===== config.mk =====
export PLATFORM = sky130hd
export DESIGN_NAME = waveform_peak_and_noise_rms_core
export DESIGN_NICKNAME = d
export VERILOG_FILES = /design/src/hdl/wpnr_pkg.sv /design/src/hdl/wpnr_ctrl.sv /design/src/hdl/wpnr_divsqrt.sv /design/src/hdl/wpnr_datapath.sv /design/src/hdl/waveform_peak_and_noise_rms_core.sv
export SDC_FILE = /design/constraint.sdc
export NUM_CORES = 2
export LEC_CHECK = 0
export BUFFER_PORTS_ARGS = -buffer_cell sky130_fd_sc_hd__buf_4
export CAP_MARGIN = 10
export CORE_MARGIN = 8
export CORE_UTILIZATION = 45
export DETAILED_ROUTE_END_ITERATION = 10
export PLACE_DENSITY = 0.67
export SLEW_MARGIN = 10
export SYNTH_ARGS = -nofsm -noshare
export SYNTH_HDL_FRONTEND = slang
export SYNTH_HIERARCHICAL = 1
export SYNTH_SLANG_ARGS = --single-unit
export TNS_END_PERCENT = 20

===== constraint.sdc =====
create_clock -name clock -period 10.4 [get_ports clock]
set_input_delay 1.04 -clock clock [delete_from_list [all_inputs] [get_ports clock]]
set_output_delay 1.04 -clock clock [all_outputs]
set_load 0.02 [all_outputs]

===== src/hdl/wpnr_pkg.sv =====
// Shared types and constants for the waveform peak and noise RMS core.
// No dependencies; used by every module of the core.
`timescale 1ns / 1ps
`default_nettype none

package wpnr_pkg;

   localparam int ADC_BITS    = 14;
   localparam int TICK_W      = 13;
   localparam int MAX_TICKS   = 8192;
   localparam int CFG_W       = 18;     // widest register
   localparam int CSR_IDX_W   = 2;
   localparam int SAMPLE_W    = 19;     // pedestal-subtracted sample, Q4, signed
   localparam int MAG_W       = 18;
   localparam int SQ_W        = 2 * MAG_W;
   localparam int SUM_W       = 50;
   localparam int CNT_W       = 14;
   localparam int COUNT_MAX   = 16383;
   localparam int RMS_W       = 18;
   localparam int DIV_STEPS   = SUM_W;
   localparam int ROOT_STEPS  = SUM_W / 2;
   localparam int STEP_W      = 6;
   localparam int THR_RESET   = 640;    // forty counts in Q4

   // register indexes
   localparam logic [CSR_IDX_W-1:0] REG_PEDESTAL  = 2'd0;
   localparam logic [CSR_IDX_W-1:0] REG_THRESHOLD = 2'd1;
   localparam logic [CSR_IDX_W-1:0] REG_ROI_START = 2'd2;
   localparam logic [CSR_IDX_W-1:0] REG_ROI_END   = 2'd3;

   typedef enum logic [2:0] {
      ST_RUN,
      ST_DRAIN,
      ST_DIV,
      ST_ROOT_LOAD,
      ST_ROOT,
      ST_DONE
   } ctrl_state_type;

   typedef struct packed {
      logic accept;      // input word taken this cycle
      logic div_load;
      logic div_step;
      logic root_load;
      logic root_step;
      logic load_rsp;    // copy result into output register
      logic clear_wave;  // reset per-waveform accumulators
   } cmd_type;

   typedef struct packed {
      logic pipe_busy;   // sample pipeline still holds words
      logic rsp_busy;    // output register full and stalled
   } stat_type;

endpackage

`default_nettype wire


===== src/hdl/wpnr_ctrl.sv =====
// Controller state machine: sample intake, drain, divide, root, result.
// Depends on wpnr_pkg.
`timescale 1ns / 1ps
`default_nettype none

module wpnr_ctrl (
   input  wire logic              clock,
   input  wire logic              reset,
   input  wire logic              req_valid,
   input  wire logic              req_last_sample,
   input  wire wpnr_pkg::stat_type stat,
   output wpnr_pkg::cmd_type      cmd,
   output logic                   req_stall
);

   wpnr_pkg::ctrl_state_type state_ff, state_in;
   logic [wpnr_pkg::STEP_W-1:0] step_ff, step_in;
   logic div_last, root_last;

   assign div_last  = (step_ff == wpnr_pkg::STEP_W'(wpnr_pkg::DIV_STEPS - 1));
   assign root_last = (step_ff == wpnr_pkg::STEP_W'(wpnr_pkg::ROOT_STEPS - 1));

   always_ff @(posedge clock) begin
      if (reset) begin
         state_ff <= wpnr_pkg::ST_RUN;
         step_ff  <= '0;
      end else begin
         state_ff <= state_in;
         step_ff  <= step_in;
      end
   end

   // next state
   always_comb begin
      state_in = state_ff;
      step_in  = '0;
      case (state_ff)
         wpnr_pkg::ST_RUN: begin
            if (req_valid && req_last_sample) state_in = wpnr_pkg::ST_DRAIN;
         end
         wpnr_pkg::ST_DRAIN: begin
            if (!stat.pipe_busy) state_in = wpnr_pkg::ST_DIV;
         end
         wpnr_pkg::ST_DIV: begin
            if (div_last) state_in = wpnr_pkg::ST_ROOT_LOAD;
            else step_in = step_ff + 1'b1;
         end
         wpnr_pkg::ST_ROOT_LOAD: begin
            state_in = wpnr_pkg::ST_ROOT;
         end
         wpnr_pkg::ST_ROOT: begin
            if (root_last) state_in = wpnr_pkg::ST_DONE;
            else step_in = step_ff + 1'b1;
         end
         wpnr_pkg::ST_DONE: begin
            if (!stat.rsp_busy) state_in = wpnr_pkg::ST_RUN;
         end
         default: state_in = wpnr_pkg::ST_RUN;
      endcase
   end

   // outputs
   always_comb begin
      cmd       = '0;
      req_stall = 1'b1;
      case (state_ff)
         wpnr_pkg::ST_RUN: begin
            req_stall  = reset;
            cmd.accept = req_valid && !reset;
         end
         wpnr_pkg::ST_DRAIN: begin
            cmd.div_load = !stat.pipe_busy;
         end
         wpnr_pkg::ST_DIV: begin
            cmd.div_step = 1'b1;
         end
         wpnr_pkg::ST_ROOT_LOAD: begin
            cmd.root_load = 1'b1;
         end
         wpnr_pkg::ST_ROOT: begin
            cmd.root_step = 1'b1;
         end
         wpnr_pkg::ST_DONE: begin
            cmd.load_rsp   = !stat.rsp_busy;
            cmd.clear_wave = !stat.rsp_busy;
         end
         default: begin
            cmd = '0;
         end
      endcase
   end

endmodule

`default_nettype wire


===== src/hdl/wpnr_divsqrt.sv =====
// Iterative unit: restoring divide of the square sum by the count (one bit a
// cycle), then digit-by-digit integer square root in place (one digit a cycle).
// Depends on wpnr_pkg.
`timescale 1ns / 1ps
`default_nettype none

module wpnr_divsqrt (
   input  wire logic                         clock,
   input  wire wpnr_pkg::cmd_type            cmd,
   input  wire logic [wpnr_pkg::SUM_W-1:0]   square_sum,
   input  wire logic [wpnr_pkg::CNT_W-1:0]   square_count,
   output logic      [wpnr_pkg::RMS_W-1:0]   root
);

   localparam logic [wpnr_pkg::SUM_W-1:0] ROOT_TOP =
      wpnr_pkg::SUM_W'(1) << (2 * (wpnr_pkg::ROOT_STEPS - 1));

   logic [wpnr_pkg::SUM_W-1:0] work_ff, work_in;   // quotient, then root remainder
   logic [wpnr_pkg::CNT_W-1:0] rem_ff, rem_in;
   logic [wpnr_pkg::SUM_W-1:0] res_ff, res_in;
   logic [wpnr_pkg::SUM_W-1:0] bit_ff, bit_in;
   logic [wpnr_pkg::CNT_W:0]   rem_shift;
   logic [wpnr_pkg::CNT_W:0]   rem_diff;
   logic [wpnr_pkg::SUM_W-1:0] trial;

   assign rem_shift = {rem_ff, work_ff[wpnr_pkg::SUM_W-1]};
   assign rem_diff  = rem_shift - {1'b0, square_count};
   assign trial     = res_ff + bit_ff;

   always_comb begin
      work_in = work_ff;
      rem_in  = rem_ff;
      res_in  = res_ff;
      bit_in  = bit_ff;
      if (cmd.div_load) begin
         work_in = square_sum;
         rem_in  = '0;
      end else if (cmd.div_step) begin
         if (rem_shift >= {1'b0, square_count}) begin
            rem_in  = rem_diff[wpnr_pkg::CNT_W-1:0];
            work_in = {work_ff[wpnr_pkg::SUM_W-2:0], 1'b1};
         end else begin
            rem_in  = rem_shift[wpnr_pkg::CNT_W-1:0];
            work_in = {work_ff[wpnr_pkg::SUM_W-2:0], 1'b0};
         end
      end else if (cmd.root_load) begin
         res_in = '0;
         bit_in = ROOT_TOP;
      end else if (cmd.root_step) begin
         if (work_ff >= trial) begin
            work_in = work_ff - trial;
            res_in  = (res_ff >> 1) + bit_ff;
         end else begin
            res_in  = res_ff >> 1;
         end
         bit_in = bit_ff >> 2;
      end
   end

   always_ff @(posedge clock) begin
      work_ff <= work_in;
      rem_ff  <= rem_in;
      res_ff  <= res_in;
      bit_ff  <= bit_in;
   end

   assign root = res_ff[wpnr_pkg::RMS_W-1:0];

endmodule

`default_nettype wire


===== src/hdl/wpnr_datapath.sv =====
// Datapath: configuration registers, three-stage sample pipeline (subtract and
// classify, square, accumulate), peak tracker and the output register.
// Depends on wpnr_pkg.
`timescale 1ns / 1ps
`default_nettype none

module wpnr_datapath (
   input  wire logic                            clock,
   input  wire logic                            reset,
   input  wire wpnr_pkg::cmd_type               cmd,
   output wpnr_pkg::stat_type                   stat,
   input  wire logic [wpnr_pkg::ADC_BITS-1:0]   req_adc_sample,
   input  wire logic                            req_last_sample,
   input  wire logic                            csr_write_en,
   input  wire logic [wpnr_pkg::CSR_IDX_W-1:0]  csr_index,
   input  wire logic [wpnr_pkg::CFG_W-1:0]      csr_wdata,
   input  wire logic [wpnr_pkg::RMS_W-1:0]      root,
   output logic      [wpnr_pkg::SUM_W-1:0]      square_sum,
   output logic      [wpnr_pkg::CNT_W-1:0]      square_count,
   input  wire logic                            rsp_stall,
   output logic                                 rsp_valid,
   output logic signed [wpnr_pkg::SAMPLE_W-1:0] rsp_peak_amplitude_q4,
   output logic      [wpnr_pkg::TICK_W-1:0]     rsp_peak_tick,
   output logic                                 rsp_peak_found,
   output logic      [wpnr_pkg::RMS_W-1:0]      rsp_noise_rms_q4,
   output logic      [wpnr_pkg::CNT_W-1:0]      rsp_noise_count,
   output logic                                 rsp_noise_valid
);

   localparam logic [wpnr_pkg::TICK_W-1:0] TICK_LAST =
      wpnr_pkg::TICK_W'(wpnr_pkg::MAX_TICKS - 1);
   localparam logic [wpnr_pkg::CNT_W-1:0] CNT_FULL =
      wpnr_pkg::CNT_W'(wpnr_pkg::COUNT_MAX);

   // configuration
   logic [wpnr_pkg::CFG_W-1:0]  pedestal_ff, threshold_ff;
   logic [wpnr_pkg::TICK_W-1:0] roi_start_ff, roi_end_ff;

   always_ff @(posedge clock) begin
      if (reset) begin
         pedestal_ff  <= '0;
         threshold_ff <= wpnr_pkg::CFG_W'(wpnr_pkg::THR_RESET);
         roi_start_ff <= '0;
         roi_end_ff   <= '0;
      end else if (csr_write_en) begin
         case (csr_index)
            wpnr_pkg::REG_PEDESTAL:  pedestal_ff  <= csr_wdata;
            wpnr_pkg::REG_THRESHOLD: threshold_ff <= csr_wdata;
            wpnr_pkg::REG_ROI_START: roi_start_ff <= csr_wdata[wpnr_pkg::TICK_W-1:0];
            wpnr_pkg::REG_ROI_END:   roi_end_ff   <= csr_wdata[wpnr_pkg::TICK_W-1:0];
            default: ;
         endcase
      end
   end

   // stage 1 input registers
   logic                          s1_valid_ff;
   logic [wpnr_pkg::ADC_BITS-1:0] s1_raw_ff;
   logic                          s1_last_ff;
   logic [wpnr_pkg::TICK_W-1:0]   s1_tick_ff;
   logic [wpnr_pkg::TICK_W-1:0]   tick_ff;

   // stage 2 / 3
   logic                          s2_valid_ff, s2_add_ff;
   logic [wpnr_pkg::MAG_W-1:0]    s2_mag_ff;
   logic                          s3_valid_ff, s3_add_ff;
   logic [wpnr_pkg::SQ_W-1:0]     s3_sq_ff;

   // per-waveform state
   logic signed [wpnr_pkg::SAMPLE_W-1:0] peak_value_ff;
   logic [wpnr_pkg::TICK_W-1:0]          peak_pos_ff;
   logic                                 peak_seen_ff;
   logic [wpnr_pkg::SUM_W-1:0]           sum_ff;
   logic [wpnr_pkg::CNT_W-1:0]           count_ff;

   // stage 1 logic
   logic signed [wpnr_pkg::SAMPLE_W-1:0] s1_value;
   logic [wpnr_pkg::MAG_W-1:0]           s1_mag;
   logic s1_in_roi, s1_interior, s1_noise, s1_take_peak;

   assign s1_value = $signed({1'b0, s1_raw_ff, 4'b0000}) - $signed({1'b0, pedestal_ff});
   assign s1_mag   = s1_value[wpnr_pkg::SAMPLE_W-1] ?
                     wpnr_pkg::MAG_W'(-s1_value) : s1_value[wpnr_pkg::MAG_W-1:0];
   assign s1_in_roi   = (s1_tick_ff >= roi_start_ff) && (s1_tick_ff <= roi_end_ff);
   assign s1_interior = (s1_tick_ff > roi_start_ff) && (s1_tick_ff < roi_end_ff) &&
                        !s1_last_ff;
   assign s1_noise    = !s1_interior && (s1_mag <= threshold_ff) && (count_ff < CNT_FULL);
   assign s1_take_peak = s1_in_roi && (!peak_seen_ff || (s1_value > peak_value_ff));

   always_ff @(posedge clock) begin
      if (reset) begin
         s1_valid_ff <= 1'b0;
         s2_valid_ff <= 1'b0;
         s3_valid_ff <= 1'b0;
         tick_ff     <= '0;
      end else begin
         s1_valid_ff <= cmd.accept;
         s2_valid_ff <= s1_valid_ff;
         s3_valid_ff <= s2_valid_ff;
         if (cmd.clear_wave) tick_ff <= '0;
         else if (cmd.accept && (tick_ff != TICK_LAST)) tick_ff <= tick_ff + 1'b1;
      end
   end

   always_ff @(posedge clock) begin
      if (cmd.accept) begin
         s1_raw_ff  <= req_adc_sample;
         s1_last_ff <= req_last_sample;
         s1_tick_ff <= tick_ff;
      end
      s2_mag_ff <= s1_mag;
      s2_add_ff <= s1_valid_ff && s1_noise;
      s3_sq_ff  <= s2_mag_ff * s2_mag_ff;
      s3_add_ff <= s2_valid_ff && s2_add_ff;
   end

   always_ff @(posedge clock) begin
      if (reset || cmd.clear_wave) begin
         peak_value_ff <= '0;
         peak_pos_ff   <= '0;
         peak_seen_ff  <= 1'b0;
         sum_ff        <= '0;
         count_ff      <= '0;
      end else begin
         if (s1_valid_ff && s1_take_peak) begin
            peak_value_ff <= s1_value;
            peak_pos_ff   <= s1_tick_ff;
            peak_seen_ff  <= 1'b1;
         end
         if (s1_valid_ff && s1_noise) count_ff <= count_ff + 1'b1;
         if (s3_valid_ff && s3_add_ff)
            sum_ff <= sum_ff + wpnr_pkg::SUM_W'(s3_sq_ff);
      end
   end

   assign square_sum   = sum_ff;
   assign square_count = count_ff;

   // output register
   logic rsp_valid_ff;

   always_ff @(posedge clock) begin
      if (reset) begin
         rsp_valid_ff <= 1'b0;
      end else if (cmd.load_rsp) begin
         rsp_valid_ff <= 1'b1;
      end else if (!rsp_stall) begin
         rsp_valid_ff <= 1'b0;
      end
   end

   always_ff @(posedge clock) begin
      if (cmd.load_rsp) begin
         rsp_peak_amplitude_q4 <= peak_value_ff;
         rsp_peak_tick         <= peak_pos_ff;
         rsp_peak_found        <= peak_seen_ff;
         rsp_noise_rms_q4      <= (count_ff == '0) ? '0 : root;
         rsp_noise_count       <= count_ff;
         rsp_noise_valid       <= (count_ff != '0);
      end
   end

   assign rsp_valid      = rsp_valid_ff;
   assign stat.pipe_busy = s1_valid_ff || s2_valid_ff || s3_valid_ff;
   assign stat.rsp_busy  = rsp_valid_ff && rsp_stall;

endmodule

`default_nettype wire


===== src/hdl/waveform_peak_and_noise_rms_core.sv =====
// Top level of the waveform peak finder with noise RMS.
// Depends on wpnr_pkg, wpnr_ctrl, wpnr_datapath and wpnr_divsqrt.
//
//  channel  | handshake             | payload
//  ---------+-----------------------+------------------------------------------
//  req      | req_valid / req_stall | adc_sample[13:0], last_sample
//  rsp      | rsp_valid / rsp_stall | peak_amplitude_q4, peak_tick, peak_found,
//           |                       | noise_rms_q4, noise_count, noise_valid
//  csr      | csr_write_en          | csr_index[1:0], csr_wdata[17:0]
//
// Samples are taken one word per cycle while the waveform runs; a sample
// passes a three-stage pipeline (subtract/classify, square, accumulate).
// After the last sample the input stalls while the core drains the pipeline and
// loads the divider, runs the bit-serial divide, loads and runs the square root
// and loads the result word once the output register is free.
// A finished result waits in the output register; the next waveform can start
// as soon as it is loaded. A result is loaded only when that register is free
// or being taken. Reset is synchronous and holds req_stall high.
`timescale 1ns / 1ps
`default_nettype none

module waveform_peak_and_noise_rms_core (
   input  wire logic                            clock,
   input  wire logic                            reset,
   // input words
   input  wire logic                            req_valid,
   output logic                                 req_stall,
   input  wire logic [wpnr_pkg::ADC_BITS-1:0]   req_adc_sample,
   input  wire logic                            req_last_sample,
   // result words
   output logic                                 rsp_valid,
   input  wire logic                            rsp_stall,
   output logic signed [wpnr_pkg::SAMPLE_W-1:0] rsp_peak_amplitude_q4,
   output logic      [wpnr_pkg::TICK_W-1:0]     rsp_peak_tick,
   output logic                                 rsp_peak_found,
   output logic      [wpnr_pkg::RMS_W-1:0]      rsp_noise_rms_q4,
   output logic      [wpnr_pkg::CNT_W-1:0]      rsp_noise_count,
   output logic                                 rsp_noise_valid,
   // register writes
   input  wire logic                            csr_write_en,
   input  wire logic [wpnr_pkg::CSR_IDX_W-1:0]  csr_index,
   input  wire logic [wpnr_pkg::CFG_W-1:0]      csr_wdata
);

   wpnr_pkg::cmd_type  cmd;
   wpnr_pkg::stat_type stat;

   logic [wpnr_pkg::SUM_W-1:0] square_sum;
   logic [wpnr_pkg::CNT_W-1:0] square_count;
   logic [wpnr_pkg::RMS_W-1:0] root;

   // sequencing: intake, drain, divide, root, result load
   wpnr_ctrl u_ctrl (
      .clock           (clock),
      .reset           (reset),
      .req_valid       (req_valid),
      .req_last_sample (req_last_sample),
      .stat            (stat),
      .cmd             (cmd),
      .req_stall       (req_stall)
   );

   // sample pipeline, accumulators, registers, output word
   wpnr_datapath u_datapath (
      .clock                 (clock),
      .reset                 (reset),
      .cmd                   (cmd),
      .stat                  (stat),
      .req_adc_sample        (req_adc_sample),
      .req_last_sample       (req_last_sample),
      .csr_write_en          (csr_write_en),
      .csr_index             (csr_index),
      .csr_wdata             (csr_wdata),
      .root                  (root),
      .square_sum            (square_sum),
      .square_count          (square_count),
      .rsp_stall             (rsp_stall),
      .rsp_valid             (rsp_valid),
      .rsp_peak_amplitude_q4 (rsp_peak_amplitude_q4),
      .rsp_peak_tick         (rsp_peak_tick),
      .rsp_peak_found        (rsp_peak_found),
      .rsp_noise_rms_q4      (rsp_noise_rms_q4),
      .rsp_noise_count       (rsp_noise_count),
      .rsp_noise_valid       (rsp_noise_valid)
   );

   // mean square and root, one bit / one digit per cycle
   wpnr_divsqrt u_divsqrt (
      .clock        (clock),
      .cmd          (cmd),
      .square_sum   (square_sum),
      .square_count (square_count),
      .root         (root)
   );

endmodule

`default_nettype wire


==> flow_metrics.py <==
metrics = {
    "status": {
        "outcome": "finished, final reports clean",
    },
    "place": {
        "dp_slack_ps": 3800,
        "numPortBuffers": 107,
        "gp_congestion": 0.918,
        "dpl.cell_count": 5207,
        "dpl.hpwl_um": 69400,
    },
    "logic_synthesis": {
        "syn_area_sq_um": 37700,
        "synth_edf_count": 219,
        "synth_nets": 4773,
        "synth_ff_type": "dfxtp_1",
        "yosys-top-cells-count": "480 x nand2_1, 468 x inv_1, 349 x ha_1",
        "synthMuxAreaShare": 0.0156,
        "synth_xor_area_frac": 0.0645,
        "yosysSeqAreaShare": 0.309,
        "synth_compound_area_frac": 0.154,
        "synth_top_family_by_area": "adder cells",
        "yosysTopAreaCellShare": 0.174,
        "synth.largest_area_cell": "edfxtp_1",
        "synthAdderAreaFrac": 0.234,
        "post_synth_and_or_nand_nor_area_fraction": 0.157,
        "yosys.cell_types.count": 102,
        "ys_warn_count": 6,
        "syn_inst": 4161,
        "yosysMostFrequentCell": "nand2_1",
        "ys_ff_latch": 473,
        "synth_top_cells_by_area": "edfxtp_1 17%, dfxtp_1 13%, fa_1 12%",
        "ys_async_sr_fraction": 0,
        "postSynthAreaPerCell_sq_um": 9.06,
    },
    "clock_tree": {
        "cts_resized": 0,
        "cts_buffers": 55,
        "cts_sinks": 473,
        "tritoncts": "built",
        "path_clk_slew_ps": 60,
        "post_cts_hold_buffer_count": 0,
        "cts_max_level": 2,
        "post_cts_buffers": 0,
        "root_buffer": "clkbuf_16",
        "clock_latency_ps": 620,
        "cts_buffer_depth": 3,
    },
    "worst_setup_path": {
        "crit_path_max_incr_delay_ps": 910,
        "critPathRequiredTime_ps": 10900,
        "startpoint": "u_datapath/s2_mag_ff[6]",
        "r2r_end": "u_datapath/s3_sq_ff[35]",
        "cp.depth": 18,
        "rrSetupSlack_ps": 3720,
        "crit_end": "u_datapath/s3_sq_ff[35]",
        "crit_fanout": 19,
        "slowest_stage": "dfxtp_1",
        "worst-path-buf-inv": 2,
        "cp.arrival_ps": 7180,
        "endpoint_kind": "register",
        "cp_common_cell": "fa_1",
        "critPathKind": "reg2reg",
        "timing.rr.start": "u_datapath/s2_mag_ff[6]",
        "worstPathCellList": "and2_1 -> fa_1 -> fa_1 -> fa_1 -> fa_1 -> fa_1 -> inv_1 -> fa_1 -> inv_1 -> ha_1 -> a21o_1 -> a21o_1 -> a21o_1 -> a2111oi_0 -> nor2_1 -> o41ai_2 -> o21ai_1 -> xnor2_1",
        "r2r_cells": 18,
        "start_kind": "register",
        "cp_top_family": "adder cells",
    },
    "timing": {
        "rsz0062_at_grt": "false",
        "worst_pin_slew_ps": 1170,
        "final-hold-violation-count": 0,
        "fin_worst_skew_ps": 24.2,
        "fin_ws_ps": 3720,
        "relSlewSlack": 0.217,
        "post-route-min-period_ps": 6680,
        "finalSetupViolations": 0,
        "final.period_utilization": 0.643,
        "finalSetupTns_ps": 0,
        "fmax_mhz": 150,
        "slew_viol_final": 0,
    },
    "detailed_routing": {
        "final_antenna_net_count": 0,
        "routed_via_density": 5.39,
        "post_drt_wl_per_cell_um": 17.0,
        "route.detailed.drc": 0,
        "wl_um": 90200,
        "vias": 28611,
        "drt_iter0_drc": 1654,
        "first_pass_iters": 5,
    },
    "cells_and_area": {
        "final_nets": 4796,
        "layout-area-overhead-vs-synth_pct": 9.63,
        "drive_gt1_frac": 0.0737,
        "finalNonFillerCells": 5312,
    },
    "global_routing": {
        "grt_pass1_wl_um": 146000,
        "antenna_found_initial": 1,
        "gr-total-overflow": 0,
        "grt_max_degree": 80,
        "grt_pass1_vias": 27945,
        "track_usage": 0.188,
    },
    "floorplanning": {
        "die_h_um": 305,
        "die_w_um": 305,
        "initial_core_util": 0.453,
        "fp-row-count": 106,
        "core_sq_um": 83300,
        "ios": 108,
        "die-area_sq_um": 93300,
    },
    "min_path": {
        "min_path_type": "reg2reg",
    },
    "job": {
        "maxCapViolations": 0,
    },
}
[placed cells by master, fill, tap and decap left out, types with 8 or more instances in the layout]
cell type    n
a211oi_1    39
a21o_1     104
a21oi_1    305
a22oi_1      8
a31o_2      10
a31oi_1     64
and2_1     106
and3_1      30
buf_4      120
clkbuf_16   60
clkbuf_8    10
dfxtp_1    254
edfxtp_1   219
fa_1       223
ha_1       349
inv_1      467
mux2_2      13
mux2i_1     44
nand2_1    480
nand2b_1    30
nand3_1     55
nand4_1     56
nor2_1     264
nor2b_1     62
nor3_1      50
nor4_1      13
o211ai_1    32
o21a_1      42
o21ai_0    161
o21ai_1     14
o21bai_1    29
o31ai_1     10
or2_2       17
or3_1       23
xnor2_1    154
xor2_1     122
[logic make-up after synthesis]
logic type      count (synthesis)
xor+xnor                      277
flops                         473
compound gates                915
buf+inv                       624
mux                            57
simple gates                 1243
fa+ha+maj                     572
[routing by layer]
metal / track usage / vias to the layer above / wire length (um)
li1: - / 14310 / -
met1: 0.252 / 13526 / 41500
met2: 0.318 / 635 / 42500
met3: 0.0215 / 140 / 3700
met4: 0.0566 / 0 / 2530
met5: 0 / - / 0
[layout make-up]
class | count | area [sq um]
Fill cell | 7775 | 42000
Multi-Input combinational cell | 3064 | 23700
Sequential cell | 473 | 11700
Inverter | 470 | 1760
Clock buffer | 73 | 1650
Tap cell | 1080 | 1350
Timing Repair Buffer | 120 | 901
Clock inverter | 31 | 352
Antenna cell | 1 | 2.50
[registers in the layout, summed over array words and instances (netlist names), 19 cells and up]
| name | cells |
|---|---|
| u_divsqrt/res_ff | 50 |
| u_datapath/s3_sq_ff | 35 |
| u_datapath/rsp_peak_amplitude_q4 | 19 |
| u_divsqrt/bit_ff | 25 |
| u_divsqrt/work_ff | 50 |
| u_datapath/peak_value_ff | 19 |
| u_datapath/square_sum | 50 |
[through the flow]
stage	utilization	hold slack (ps)	area, sq um
2_1_floorplan	-	404	37700
3_3_place_gp	0.472	413	39300
3_5_place_dp	0.472	415	39300
4_1_cts	0.496	429	41300
5_1_grt	0.496	438	41300
6_report	0.496	429	41300
[worst min path at each step]
stage	slack, ps	cells after the start	start	end
global placement	410	0	u_datapath/peak_pos_ff[5]	u_datapath/rsp_peak_tick[5]
detailed placement	420	0	u_datapath/peak_pos_ff[6]	u_datapath/rsp_peak_tick[6]
finish	430	0	u_datapath/peak_pos_ff[2]	u_datapath/rsp_peak_tick[2]
CTS	430	0	u_datapath/peak_pos_ff[6]	u_datapath/rsp_peak_tick[6]
global route	440	0	u_datapath/peak_pos_ff[11]	u_datapath/rsp_peak_tick[11]
floorplan	400	0	u_datapath/s2_mag_ff[0]	u_datapath/s3_sq_ff[0]
Power is not shown: default switching activity piles up to over one toggle a cycle in this logic, so the estimate is an artifact.
